===== src/rtl/lrs_pkg.sv =====
// ----------------------------------------------------------------------------
// lrs_pkg
// Shared types and constants for the load relay sequencer: register map,
// field widths, reset values, load modes and fixed relay delays.
// ----------------------------------------------------------------------------
package lrs_pkg;

   // field widths
   localparam int VoltW  = 13;
   localparam int AmpW   = 12;
   localparam int DelayW = 16;
   localparam int ModeW  = 2;

   // configuration port
   localparam int CsrIndexW = 3;
   localparam int CsrDataW  = 16;

   // default countdown width
   localparam int DELAY_WIDTH_DEFAULT = 16;

   // register indexes
   localparam logic [CsrIndexW-1:0] RegEmergencyVoltage = 3'd0;
   localparam logic [CsrIndexW-1:0] RegLowVoltage       = 3'd1;
   localparam logic [CsrIndexW-1:0] RegReleaseVoltage   = 3'd2;
   localparam logic [CsrIndexW-1:0] RegCurrentThreshold = 3'd3;
   localparam logic [CsrIndexW-1:0] RegSourceOnDelay    = 3'd4;
   localparam logic [CsrIndexW-1:0] RegLoadOnDelay      = 3'd5;
   localparam logic [CsrIndexW-1:0] RegSourceOffDelay   = 3'd6;

   // register reset values
   localparam logic [VoltW-1:0]  EmergencyVoltageRst = 13'd2340;
   localparam logic [VoltW-1:0]  LowVoltageRst       = 13'd2460;
   localparam logic [VoltW-1:0]  ReleaseVoltageRst   = 13'd2640;
   localparam logic [AmpW-1:0]   CurrentThresholdRst = 12'd50;
   localparam logic [DelayW-1:0] SourceOnDelayRst    = 16'd100;
   localparam logic [DelayW-1:0] LoadOnDelayRst      = 16'd8000;
   localparam logic [DelayW-1:0] SourceOffDelayRst   = 16'd10000;

   // load modes
   localparam logic [ModeW-1:0] ModeOff   = 2'd0;
   localparam logic [ModeW-1:0] ModeOn    = 2'd1;
   localparam logic [ModeW-1:0] ModeAwait = 2'd2;

   // fixed delays, in ticks
   localparam int DropDelay      = 10;
   localparam int ChargeOnDelay  = 10;
   localparam int ChargeOffDelay = 1;

   // countdown slots
   localparam int SlotLoadOn  = 0;
   localparam int SlotLoadOff = 1;
   localparam int SlotSrcOn   = 2;
   localparam int SlotSrcOff  = 3;
   localparam int NumSlots    = 4;

   // configuration register set
   typedef struct packed {
      logic [VoltW-1:0]  charge_start_volt;
      logic [VoltW-1:0]  handover_volt;
      logic [VoltW-1:0]  release_voltage;
      logic [AmpW-1:0]   current_threshold;
      logic [DelayW-1:0] source_on_delay;
      logic [DelayW-1:0] load_on_delay;
      logic [DelayW-1:0] source_off_delay;
   } cfg_type;

endpackage


===== src/rtl/lrs_csr.sv =====
// ----------------------------------------------------------------------------
// lrs_csr
// Configuration register file: thresholds and handover delays, written
// through a plain write port, presented to the sequencer as one struct.
// ----------------------------------------------------------------------------
module lrs_csr (
   input  logic                          clock,
   input  logic                          reset,
   input  logic                          csr_write_enable,
   input  logic [lrs_pkg::CsrIndexW-1:0] csr_index,
   input  logic [lrs_pkg::CsrDataW-1:0]  csr_write_data,
   output lrs_pkg::cfg_type              cfg
);
   import lrs_pkg::*;

   cfg_type cfg_ff;
   cfg_type cfg_in;

   // decode the write, unknown indexes are dropped
   always_comb begin
      cfg_in = cfg_ff;
      if (csr_write_enable) begin
         case (csr_index)
            RegEmergencyVoltage: cfg_in.charge_start_volt = csr_write_data[VoltW-1:0];
            RegLowVoltage:       cfg_in.handover_volt     = csr_write_data[VoltW-1:0];
            RegReleaseVoltage:   cfg_in.release_voltage   = csr_write_data[VoltW-1:0];
            RegCurrentThreshold: cfg_in.current_threshold = csr_write_data[AmpW-1:0];
            RegSourceOnDelay:    cfg_in.source_on_delay   = csr_write_data[DelayW-1:0];
            RegLoadOnDelay:      cfg_in.load_on_delay     = csr_write_data[DelayW-1:0];
            RegSourceOffDelay:   cfg_in.source_off_delay  = csr_write_data[DelayW-1:0];
            default:             cfg_in = cfg_ff;
         endcase
      end
   end

   // register file
   always_ff @(posedge clock) begin
      if (reset) begin
         cfg_ff.charge_start_volt <= EmergencyVoltageRst;
         cfg_ff.handover_volt     <= LowVoltageRst;
         cfg_ff.release_voltage   <= ReleaseVoltageRst;
         cfg_ff.current_threshold <= CurrentThresholdRst;
         cfg_ff.source_on_delay   <= SourceOnDelayRst;
         cfg_ff.load_on_delay     <= LoadOnDelayRst;
         cfg_ff.source_off_delay  <= SourceOffDelayRst;
      end else begin
         cfg_ff <= cfg_in;
      end
   end

   assign cfg = cfg_ff;

endmodule


===== src/rtl/lrs_countdown.sv =====
// ----------------------------------------------------------------------------
// lrs_countdown
// One-shot countdown slot: loaded by arm, counts down once per tick and
// fires on the tick at which its count is one or less.
// ----------------------------------------------------------------------------
module lrs_countdown #(
   parameter int DELAY_WIDTH = lrs_pkg::DELAY_WIDTH_DEFAULT
) (
   input  logic                   clock,
   input  logic                   reset,
   input  logic                   tick,
   input  logic                   arm,
   input  logic [DELAY_WIDTH-1:0] arm_value,
   output logic                   fire,
   output logic                   armed
);
   import lrs_pkg::*;

   logic                   armed_ff;
   logic                   armed_in;
   logic [DELAY_WIDTH-1:0] count_ff;
   logic [DELAY_WIDTH-1:0] count_in;

   // expiry this tick
   assign fire = tick && armed_ff && (count_ff <= DELAY_WIDTH'(1));

   // advance, then a re-arm on the same tick restarts the slot
   always_comb begin
      armed_in = armed_ff;
      count_in = count_ff;
      if (fire) begin
         armed_in = 1'b0;
         count_in = '0;
      end else if (tick && armed_ff) begin
         count_in = count_ff - DELAY_WIDTH'(1);
      end
      if (arm) begin
         armed_in = 1'b1;
         count_in = arm_value;
      end
   end

   always_ff @(posedge clock) begin
      if (reset) begin
         armed_ff <= 1'b0;
         count_ff <= '0;
      end else begin
         armed_ff <= armed_in;
         count_ff <= count_in;
      end
   end

   assign armed = armed_ff;

   // an expired slot is idle afterwards unless re-armed
   a_fire_disarms: assert property (@(posedge clock) disable iff (reset)
      (fire && !arm) |=> !armed_ff)
      else $error("countdown still armed after expiry");

endmodule


===== src/rtl/load_relay_sequencer_top.sv =====
// ----------------------------------------------------------------------------
// load_relay_sequencer_top
// Load relay sequencer: per-tick relay countdowns, load handover and
// emergency charge control.
// ----------------------------------------------------------------------------
// Each request is one 1 ms tick and is taken at a rate of one per clock
// while the response channel does not stall; a request is held in the
// input register, is evaluated against the relay state, the four countdown
// slots and the thresholds in a single pass, and its response is registered
// in the output register. Response stall holds the output register and
// then the input register. Thresholds and delays are written through the
// csr port while no request is in flight; the user must keep to this, as
// the block itself does not enforce it.
module load_relay_sequencer_top #(
   parameter int DELAY_WIDTH = lrs_pkg::DELAY_WIDTH_DEFAULT
) (
   input  logic                          clock,
   input  logic                          reset,
   // request channel
   input  logic                          req_valid,
   output logic                          req_stall,
   input  logic                          req_kind,
   input  logic [lrs_pkg::VoltW-1:0]     req_battery_voltage,
   input  logic [lrs_pkg::AmpW-1:0]      req_load_current,
   input  logic                          req_emergency_disabled,
   // response channel
   output logic                          rsp_valid,
   input  logic                          rsp_stall,
   output logic                          rsp_source_relay_on,
   output logic                          rsp_load_relay_on,
   output logic                          rsp_emergency_active,
   output logic [lrs_pkg::ModeW-1:0]     rsp_load_mode,
   // configuration port
   input  logic                          csr_write_enable,
   input  logic [lrs_pkg::CsrIndexW-1:0] csr_index,
   input  logic [lrs_pkg::CsrDataW-1:0]  csr_write_data
);
   import lrs_pkg::*;

   localparam int WideW = (DELAY_WIDTH > DelayW) ? DELAY_WIDTH : DelayW;
   localparam logic [DELAY_WIDTH-1:0] DelayMax = '1;

   // clamp a configured delay to the countdown width
   function automatic logic [DELAY_WIDTH-1:0] sat_delay(input logic [DelayW-1:0] value);
      logic [WideW-1:0] wide;
      wide = WideW'(value);
      if (wide > WideW'(DelayMax)) begin
         sat_delay = DelayMax;
      end else begin
         sat_delay = DELAY_WIDTH'(wide);
      end
   endfunction

   cfg_type cfg;

   // input register
   logic             in_valid_ff;
   logic             in_valid_in;
   logic             in_kind_ff;
   logic [VoltW-1:0] in_volt_ff;
   logic [AmpW-1:0]  in_amps_ff;
   logic             in_disabled_ff;
   logic             advance;

   // relay state
   logic             emerg_ff, emerg_in;
   logic [ModeW-1:0] load_state_ff, load_state_in;
   logic             source_drive_ff, source_drive_in;
   logic             load_pin_ff, load_pin_in;

   // output register
   logic             rsp_valid_ff, rsp_valid_in;
   logic             rsp_source_ff, rsp_load_ff, rsp_emerg_ff;
   logic [ModeW-1:0] rsp_mode_ff;

   // countdown slots
   logic [NumSlots-1:0]    slot_arm;
   logic [NumSlots-1:0]    slot_fire;
   logic [NumSlots-1:0]    slot_armed;
   logic [DELAY_WIDTH-1:0] slot_value [NumSlots];

   // management decisions
   logic             manage;
   logic [ModeW-1:0] load_state_mid;
   logic             handover, drop, charge_start, charge_stop;

   lrs_csr u_csr (
      .clock            (clock),
      .reset            (reset),
      .csr_write_enable (csr_write_enable),
      .csr_index        (csr_index),
      .csr_write_data   (csr_write_data),
      .cfg              (cfg)
   );

   // handshake
   assign advance   = in_valid_ff && (!rsp_valid_ff || !rsp_stall);
   assign req_stall = in_valid_ff && !advance;
   assign in_valid_in = req_stall ? in_valid_ff : req_valid;

   always_ff @(posedge clock) begin
      if (reset) begin
         in_valid_ff <= 1'b0;
      end else begin
         in_valid_ff <= in_valid_in;
      end
      if (req_valid && !req_stall) begin
         in_kind_ff     <= req_kind;
         in_volt_ff     <= req_battery_voltage;
         in_amps_ff     <= req_load_current;
         in_disabled_ff <= req_emergency_disabled;
      end
   end

   // countdowns
   for (genvar s = 0; s < NumSlots; s++) begin : g_slot
      lrs_countdown #(.DELAY_WIDTH(DELAY_WIDTH)) u_countdown (
         .clock     (clock),
         .reset     (reset),
         .tick      (advance),
         .arm       (slot_arm[s]),
         .arm_value (slot_value[s]),
         .fire      (slot_fire[s]),
         .armed     (slot_armed[s])
      );
   end

   // expiries act in slot order, off wins over on for the same relay
   always_comb begin
      load_pin_in     = load_pin_ff;
      load_state_mid  = load_state_ff;
      source_drive_in = source_drive_ff;
      if (slot_fire[SlotLoadOn]) begin
         load_pin_in    = 1'b1;
         load_state_mid = ModeOn;
      end
      if (slot_fire[SlotLoadOff]) begin
         load_pin_in    = 1'b0;
         load_state_mid = ModeOff;
      end
      if (slot_fire[SlotSrcOn]) begin
         source_drive_in = 1'b1;
      end
      if (slot_fire[SlotSrcOff]) begin
         source_drive_in = 1'b0;
      end
   end

   // load handover, then emergency charge
   assign manage   = advance && in_kind_ff;
   assign handover = manage && (load_state_mid == ModeOff)
                     && (in_amps_ff > cfg.current_threshold) && !emerg_ff
                     && (in_volt_ff > cfg.handover_volt);
   assign drop     = manage && !handover && (load_state_mid == ModeOn)
                     && ((in_amps_ff < cfg.current_threshold) || emerg_ff);
   assign charge_start = manage && !in_disabled_ff && !emerg_ff
                         && (in_volt_ff < cfg.charge_start_volt);
   assign charge_stop  = manage && !charge_start && source_drive_in && !in_disabled_ff
                         && emerg_ff && (in_volt_ff > cfg.release_voltage);

   assign load_state_in = handover ? ModeAwait : load_state_mid;
   assign emerg_in      = charge_start ? 1'b1 : (charge_stop ? 1'b0 : emerg_ff);

   // slot arming, a charge start overrides a handover on the source-on slot
   assign slot_arm[SlotLoadOn]  = handover;
   assign slot_arm[SlotLoadOff] = drop;
   assign slot_arm[SlotSrcOn]   = handover || charge_start;
   assign slot_arm[SlotSrcOff]  = handover || charge_stop;

   assign slot_value[SlotLoadOn]  = sat_delay(cfg.load_on_delay);
   assign slot_value[SlotLoadOff] = DELAY_WIDTH'(DropDelay);
   assign slot_value[SlotSrcOn]   = charge_start ? DELAY_WIDTH'(ChargeOnDelay)
                                                 : sat_delay(cfg.source_on_delay);
   assign slot_value[SlotSrcOff]  = charge_stop ? DELAY_WIDTH'(ChargeOffDelay)
                                                : sat_delay(cfg.source_off_delay);

   // relay state registers
   always_ff @(posedge clock) begin
      if (reset) begin
         emerg_ff        <= 1'b0;
         load_state_ff   <= ModeOff;
         source_drive_ff <= 1'b0;
         load_pin_ff     <= 1'b0;
      end else if (advance) begin
         emerg_ff        <= emerg_in;
         load_state_ff   <= load_state_in;
         source_drive_ff <= source_drive_in;
         load_pin_ff     <= load_pin_in;
      end
   end

   // output register
   assign rsp_valid_in = advance ? 1'b1 : (rsp_valid_ff && rsp_stall);

   always_ff @(posedge clock) begin
      if (reset) begin
         rsp_valid_ff <= 1'b0;
      end else begin
         rsp_valid_ff <= rsp_valid_in;
      end
      if (advance) begin
         rsp_source_ff <= source_drive_in;
         rsp_load_ff   <= load_pin_in;
         rsp_emerg_ff  <= emerg_in;
         rsp_mode_ff   <= load_state_in;
      end
   end

   assign rsp_valid            = rsp_valid_ff;
   assign rsp_source_relay_on  = rsp_source_ff;
   assign rsp_load_relay_on    = rsp_load_ff;
   assign rsp_emergency_active = rsp_emerg_ff;
   assign rsp_load_mode        = rsp_mode_ff;

   // a charge only ends with the source relay closed
   a_charge_stop_source: assert property (@(posedge clock) disable iff (reset)
      ($fell(emerg_ff) && !$past(reset)) |-> source_drive_ff)
      else $error("emergency charge ended with source relay open");

   // awaiting load always has its load-on countdown running
   a_await_armed: assert property (@(posedge clock) disable iff (reset)
      (load_state_ff == ModeAwait) |-> slot_armed[SlotLoadOn])
      else $error("load awaiting on without a pending load-on");

   // a new response only comes from a request in the input register
   a_rsp_from_req: assert property (@(posedge clock) disable iff (reset)
      ($rose(rsp_valid_ff) && !$past(reset)) |-> $past(in_valid_ff))
      else $error("response without a request");

   // stall only when the input register holds a request
   a_stall_full: assert property (@(posedge clock) disable iff (reset)
      req_stall |-> (in_valid_ff && rsp_valid_ff && rsp_stall))
      else $error("request stalled with room available");

endmodule

===== config.mk =====
export PLATFORM = sky130hd
export DESIGN_NAME = load_relay_sequencer_top
export DESIGN_NICKNAME = d
export VERILOG_FILES = /design/src/rtl/lrs_pkg.sv /design/src/rtl/lrs_csr.sv /design/src/rtl/lrs_countdown.sv /design/src/rtl/load_relay_sequencer_top.sv
export SDC_FILE = /design/constraint.sdc
export NUM_CORES = 1
export LEC_CHECK = 0
export ABC_CLOCK_PERIOD_IN_PS = 13600
export BUFFER_PORTS_ARGS = -buffer_cell sky130_fd_sc_hd__buf_2
export CORE_MARGIN = 5
export CORE_UTILIZATION = 30
export DETAILED_ROUTE_END_ITERATION = 10
export PLACE_DENSITY = 0.52
export SLEW_MARGIN = 5
export SYNTH_ARGS = -nofsm -noshare
export SYNTH_HDL_FRONTEND = slang
export SYNTH_HIERARCHICAL = 1
export SYNTH_SLANG_ARGS = --single-unit

===== constraint.sdc =====
create_clock -name clock -period 13.6 [get_ports clock]
set_input_delay 4.08 -clock clock [delete_from_list [all_inputs] [get_ports clock]]
set_output_delay 4.08 -clock clock [all_outputs]
set_load 0.1 [all_outputs]

Word level (Yosys, flattened, before mapping). Index checks and enable logic that the tools add are counted. W data, S select, Z words.

Register bits: 206. Input port bits: 51. Output and inout port bits: 7. Logic and storage cells: 146.

$add $sub $neg: 4. Order comparisons: 12. Equal/unequal tests: 7. Muxes and demuxes: 35. Reductions and logical operators: 58.

Operators with widths (number): $mux W16 (14); $le A16 B1 Y1 const B (4); $sub A16 B1 Y16 const B (4); $gt A16 B16 Y1 const B (3); $logic_and A1 B1 Y1 (28); $gt A13 B13 Y1 (2); $mux W1 (15); $reduce_and A2 Y1 (7); $lt A13 B13 Y1 (1); $gt A12 B12 Y1 (1); $lt A12 B12 Y1 (1); $mux W4 (3); $reduce_bool A3 Y1 (4); $eq A3 B3 Y1 const B (3); $logic_not A1 Y1 (8); $reduce_bool A2 Y1 (4); $eq A3 B2 Y1 const B (2); $mux W2 (3); $logic_or A1 B1 Y1 (4); $eq A3 B1 Y1 const B (1); $logic_not A3 Y1 (1); $reduce_or A3 Y1 (1); $eq A2 B1 Y1 const B (1); $logic_not A2 Y1 (1).

Depth between registers and ports, before layout.
Depth in word-level cells: 17. Gate-level depth with buffers: 17. Mapped depth without buffers: 14.

Modules after synthesis. The synthesis kept the hierarchy.

Modules (own cells, without submodules): lrs_countdown (times used 4, cells each 145, area an instance 1188.6 sq um, seq. area each 340.3 sq um); lrs_csr (times used 1, cells each 365, area an instance 3916.3 sq um, seq. area each 1981.9 sq um); load_relay_sequencer_top (times used 1, cells each 288, area an instance 2846.5 sq um, seq. area each 1101.1 sq um).

Least setup slack after synthesis. OpenSTA, ideal clock, no wires.

Path kind: input to output. Start point: input rsp_stall. End point: output req_stall. Data arrival time: 4887 ps. Required time: 9520 ps. Slack: 4633 ps. Stages on the path: 1. Buffers on the path: 0. Cells stage by stage: and3_1.

Cells in the longest elaborated chain, start to end: 5.

RTL lines: start, declared (RTL line load_relay_sequencer_top.sv:28) `input logic rsp_stall,`; $logic_not A1 Y1 (RTL line load_relay_sequencer_top.sv:97) `assign advance = in_valid_ff && (!rsp_valid_ff || !rsp_stall);`; $logic_or A1 B1 Y1 (RTL line load_relay_sequencer_top.sv:97); $logic_and A1 B1 Y1 (RTL line load_relay_sequencer_top.sv:97); $logic_not A1 Y1 (RTL line load_relay_sequencer_top.sv:98) `assign req_stall = in_valid_ff && !advance;`; $logic_and A1 B1 Y1 (RTL line load_relay_sequencer_top.sv:98); end, declared (RTL line load_relay_sequencer_top.sv:21) `output logic req_stall,`.

No other way between the ends.

Worst setup path after layout. Ends and elaborated chain as after synthesis.

==> flow_summary.yaml <==
layout:
  antennaDiodeCount: 0
  area_growth_pct: 13.75
  fillCellCount: 3827
  drive_gt1_frac: 0.1234
  finalNetCount: 1388
cts:
  cts_resized: 0
  root_buffer: "clkbuf_16"
  worstSkewPairLatency_ns: 0.55
  post_cts_buffers: 0
  cts_tree: "done"
  clk_pin_slew_ns: 0.06
  cts_hold_buf: 0
  cts_made_buffers: 25
  clk_path_buf_depth: 3
  cts_num_sinks: 206
  htree_levels: 1
synthesis:
  synth.avg_cell_area_um2: 9.341
  synthesis.area_um2: 11520
  yosysSeqAreaShare: 0.3859
  async_flop_share: 0
  synthTopCellsByCount: "174 x dfxtp_1, 107 x nor2_1, 102 x mux2i_1"
  synth_area_leaders: "dfxtp_1 30%, mux2i_1 8.9%, edfxtp_1 8.3%"
  synth_most_common_cell: "dfxtp_1"
  ys.warnings.count: 6
  synth_edf_count: 32
  ys_ff_latch: 206
  synth_top_area_cell: "dfxtp_1"
  synth.top_cell.area_share: 0.3024
  ys.flop_type: "dfxtp_1"
  synth_cell_types: 70
  synthCells: 1233
floorplanning:
  dieHeight_um: 205.9
  design.die.area_um2: 42410
  fp-row-count: 71
  coreArea_um2: 37760
  ioPinCount: 58
  start_util: 0.3051
  dieWidth_um: 205.9
outcome:
  status: "finished clean"
critical_path:
  r2r_cells: 14
  endpoint: "req_stall"
  cp_common_cell: "buf_2"
  arrival_ns: 4.90
  worstSetupPathType: "primary input to output pin"
  required_ns: 9.52
  r2r-end: "g_slot[2].u_countdown/count_ff[14]"
  critPathCaptureType: "output pin"
  worst_r2r_startpoint: "in_valid_ff"
  crit_slowest_cell: "buf_2"
  cp-startpoint: "rsp_stall"
  start_kind: "primary input"
  regToRegSetupSlack_ns: 9.32
  max_stage_delay_ns: 0.46
  path_max_fanout: 3
  cp_cell_sequence: "buf_2 > and3_1 > buf_2"
pwr:
  p_per_area_nw_per_um2: 115.3
  ir_drop_uv: 92.55
  leakage_nw: 5.399
  power_w: 0.001511
drt:
  postRouteAntennaNets: 0
  drt-total-wl_mm: 30.62
  first_pass_iters: 5
  vias_per_cell: 4.989
  drc: 0
  vias: 9020
  wl_per_cell_um: 16.94
  drt_iter0_markers: 621
placement:
  place_congestion: 0.8530
  io_buffers: 57
  hpwl_mm: 22.03
grt:
  grt_overflow_total: 0
  grt_antenna_before_repair: 0
  track_usage: 0.1435
  grt_start_max_net_pins: 82
  grt_pass1_wl_mm: 48.79
  grt_pass1_vias: 8689
run:
  drv_cap: 0
sta:
  max_freq_mhz: 111.3
  hold_viol: 0
  setup_viol: 0
  timing.hold.ws_ns: 0.4577
  setup_tns_ns: 0
  period_share: 0.6605
  fin_crit_ns: 8.983
  worstMarginPinSlew_ns: 1.113
  fin_skew_ns: 0.01681
  slew_violations: 0
  rsz0062_at_grt: "false"
  relSlewSlack: 0.2538
worst_hold_path:
  hold_path.class: "flop to flop"
  holdPathStages: 2
==> routing by layer <==
metal  up-vias  track usage  wire (µm)
met5         -            0          0
met4         0      0.02638        474
met3        37      0.02354       1248
met2       186       0.2281      13630
met1      4280       0.2076      15270
li1       4517            -          -
==> placed cells by master (no fill, tap or decap), types with 8 or more instances in the layout <==
| master | instances |
|---|---|
| edfxtp_1 | 32 |
| nor3_1 | 22 |
| o211ai_1 | 13 |
| inv_1 | 81 |
| a21oi_1 | 39 |
| nor4_4 | 12 |
| nand2_1 | 58 |
| dfxtp_1 | 174 |
| clkbuf_16 | 25 |
| and2_1 | 10 |
| o2111ai_1 | 8 |
| xor2_1 | 28 |
| nand4_1 | 23 |
| clkbuf_1 | 8 |
| o31ai_1 | 15 |
| nand3_1 | 13 |
| o31a_1 | 9 |
| nor2_1 | 107 |
| a41oi_1 | 8 |
| a21o_1 | 11 |
| conb_1 | 17 |
| nor4_1 | 13 |
| a31oi_1 | 10 |
| mux2i_1 | 102 |
| buf_4 | 11 |
| ha_1 | 58 |
| a211oi_1 | 8 |
| o21ai_0 | 60 |
| nand2b_1 | 88 |
| buf_2 | 56 |
| nor2b_1 | 25 |
==> sequential cells by signal, indices dropped and copies added, names as in the netlist <==
register / count
rsp_load_mode: 2
in_volt_ff: 13
in_kind_ff: 1
rsp_emergency_active: 1
emerg_ff: 1
rsp_source_relay_on: 1
in_amps_ff: 12
g_slot.u_countdown/armed: 4
source_drive_ff: 1
in_disabled_ff: 1
load_pin_ff: 1
rsp_valid: 1
rsp_load_relay_on: 1
in_valid_ff: 1
u_csr/cfg: 99
g_slot.u_countdown/count_ff: 64
load_state_ff: 2
==> logic make-up after synthesis <==
kind of cell / after synthesis / share of synthesized area
muxes: 102 / 0.08865
AOI/OAI and AO/OA: 235 / 0.1430
other: 2 / 0.0006521
and+or+nand+nor: 454 / 0.2420
adders and majority gates: 58 / 0.06301
DFF: 206 / 0.3859
xor gates and xnor gates: 32 / 0.02433
buffers and inverters: 144 / 0.05247
==> power by group <==
part           internal, W  leakage (nW)  switching [W]
clock network     0.000381         0.394       0.000268
registers         0.000640          1.72      0.0000232
logic            0.0000803          3.28       0.000119
==> worst min-delay path by stage <==
stage / startpoint / endpoint / slack (ns)
after floorplan: u_csr/cfg[26] / g_slot[0].u_countdown/count_ff[10] / 0.43
after global placement: u_csr/cfg[18] / g_slot[0].u_countdown/count_ff[2] / 0.44
after detailed placement: u_csr/cfg[18] / g_slot[0].u_countdown/count_ff[2] / 0.44
after CTS: u_csr/cfg[18] / g_slot[0].u_countdown/count_ff[2] / 0.46
after global routing: u_csr/cfg[18] / g_slot[0].u_countdown/count_ff[2] / 0.49
final: u_csr/cfg[18] / g_slot[0].u_countdown/count_ff[2] / 0.46
==> area by class of cell <==
type                       count  area (µm²)  share of cell area
tap                          511       639.4             0.04880
inverter                      81       304.0             0.02321
multi-input combinational    898        6560              0.5007
timing repair buffer          67       362.8             0.02770
sequential                   206        4444              0.3392
clock inverter                 8       80.08            0.006112
clock buffer                  37       710.7             0.05425
==> worst max-delay path, delay by kind of cell <==
family	cells	cell delay, ns
AND/OR/NAND/NOR	1	0.24
buffers and inverters	2	0.58
==> through the flow <==
stage                 util  setup WS, ns  cells  instance area (µm²)
finish              0.3470         4.617   1808                13100
global route        0.3470         4.591   1808                13100
CTS                 0.3470         4.614   1808                13100
detailed placement  0.3261         4.616   1763                12310
global placement    0.3261         4.621   1763                12310
floorplan                -         4.633   1248                11570
(Power assumes the default switching activity.)
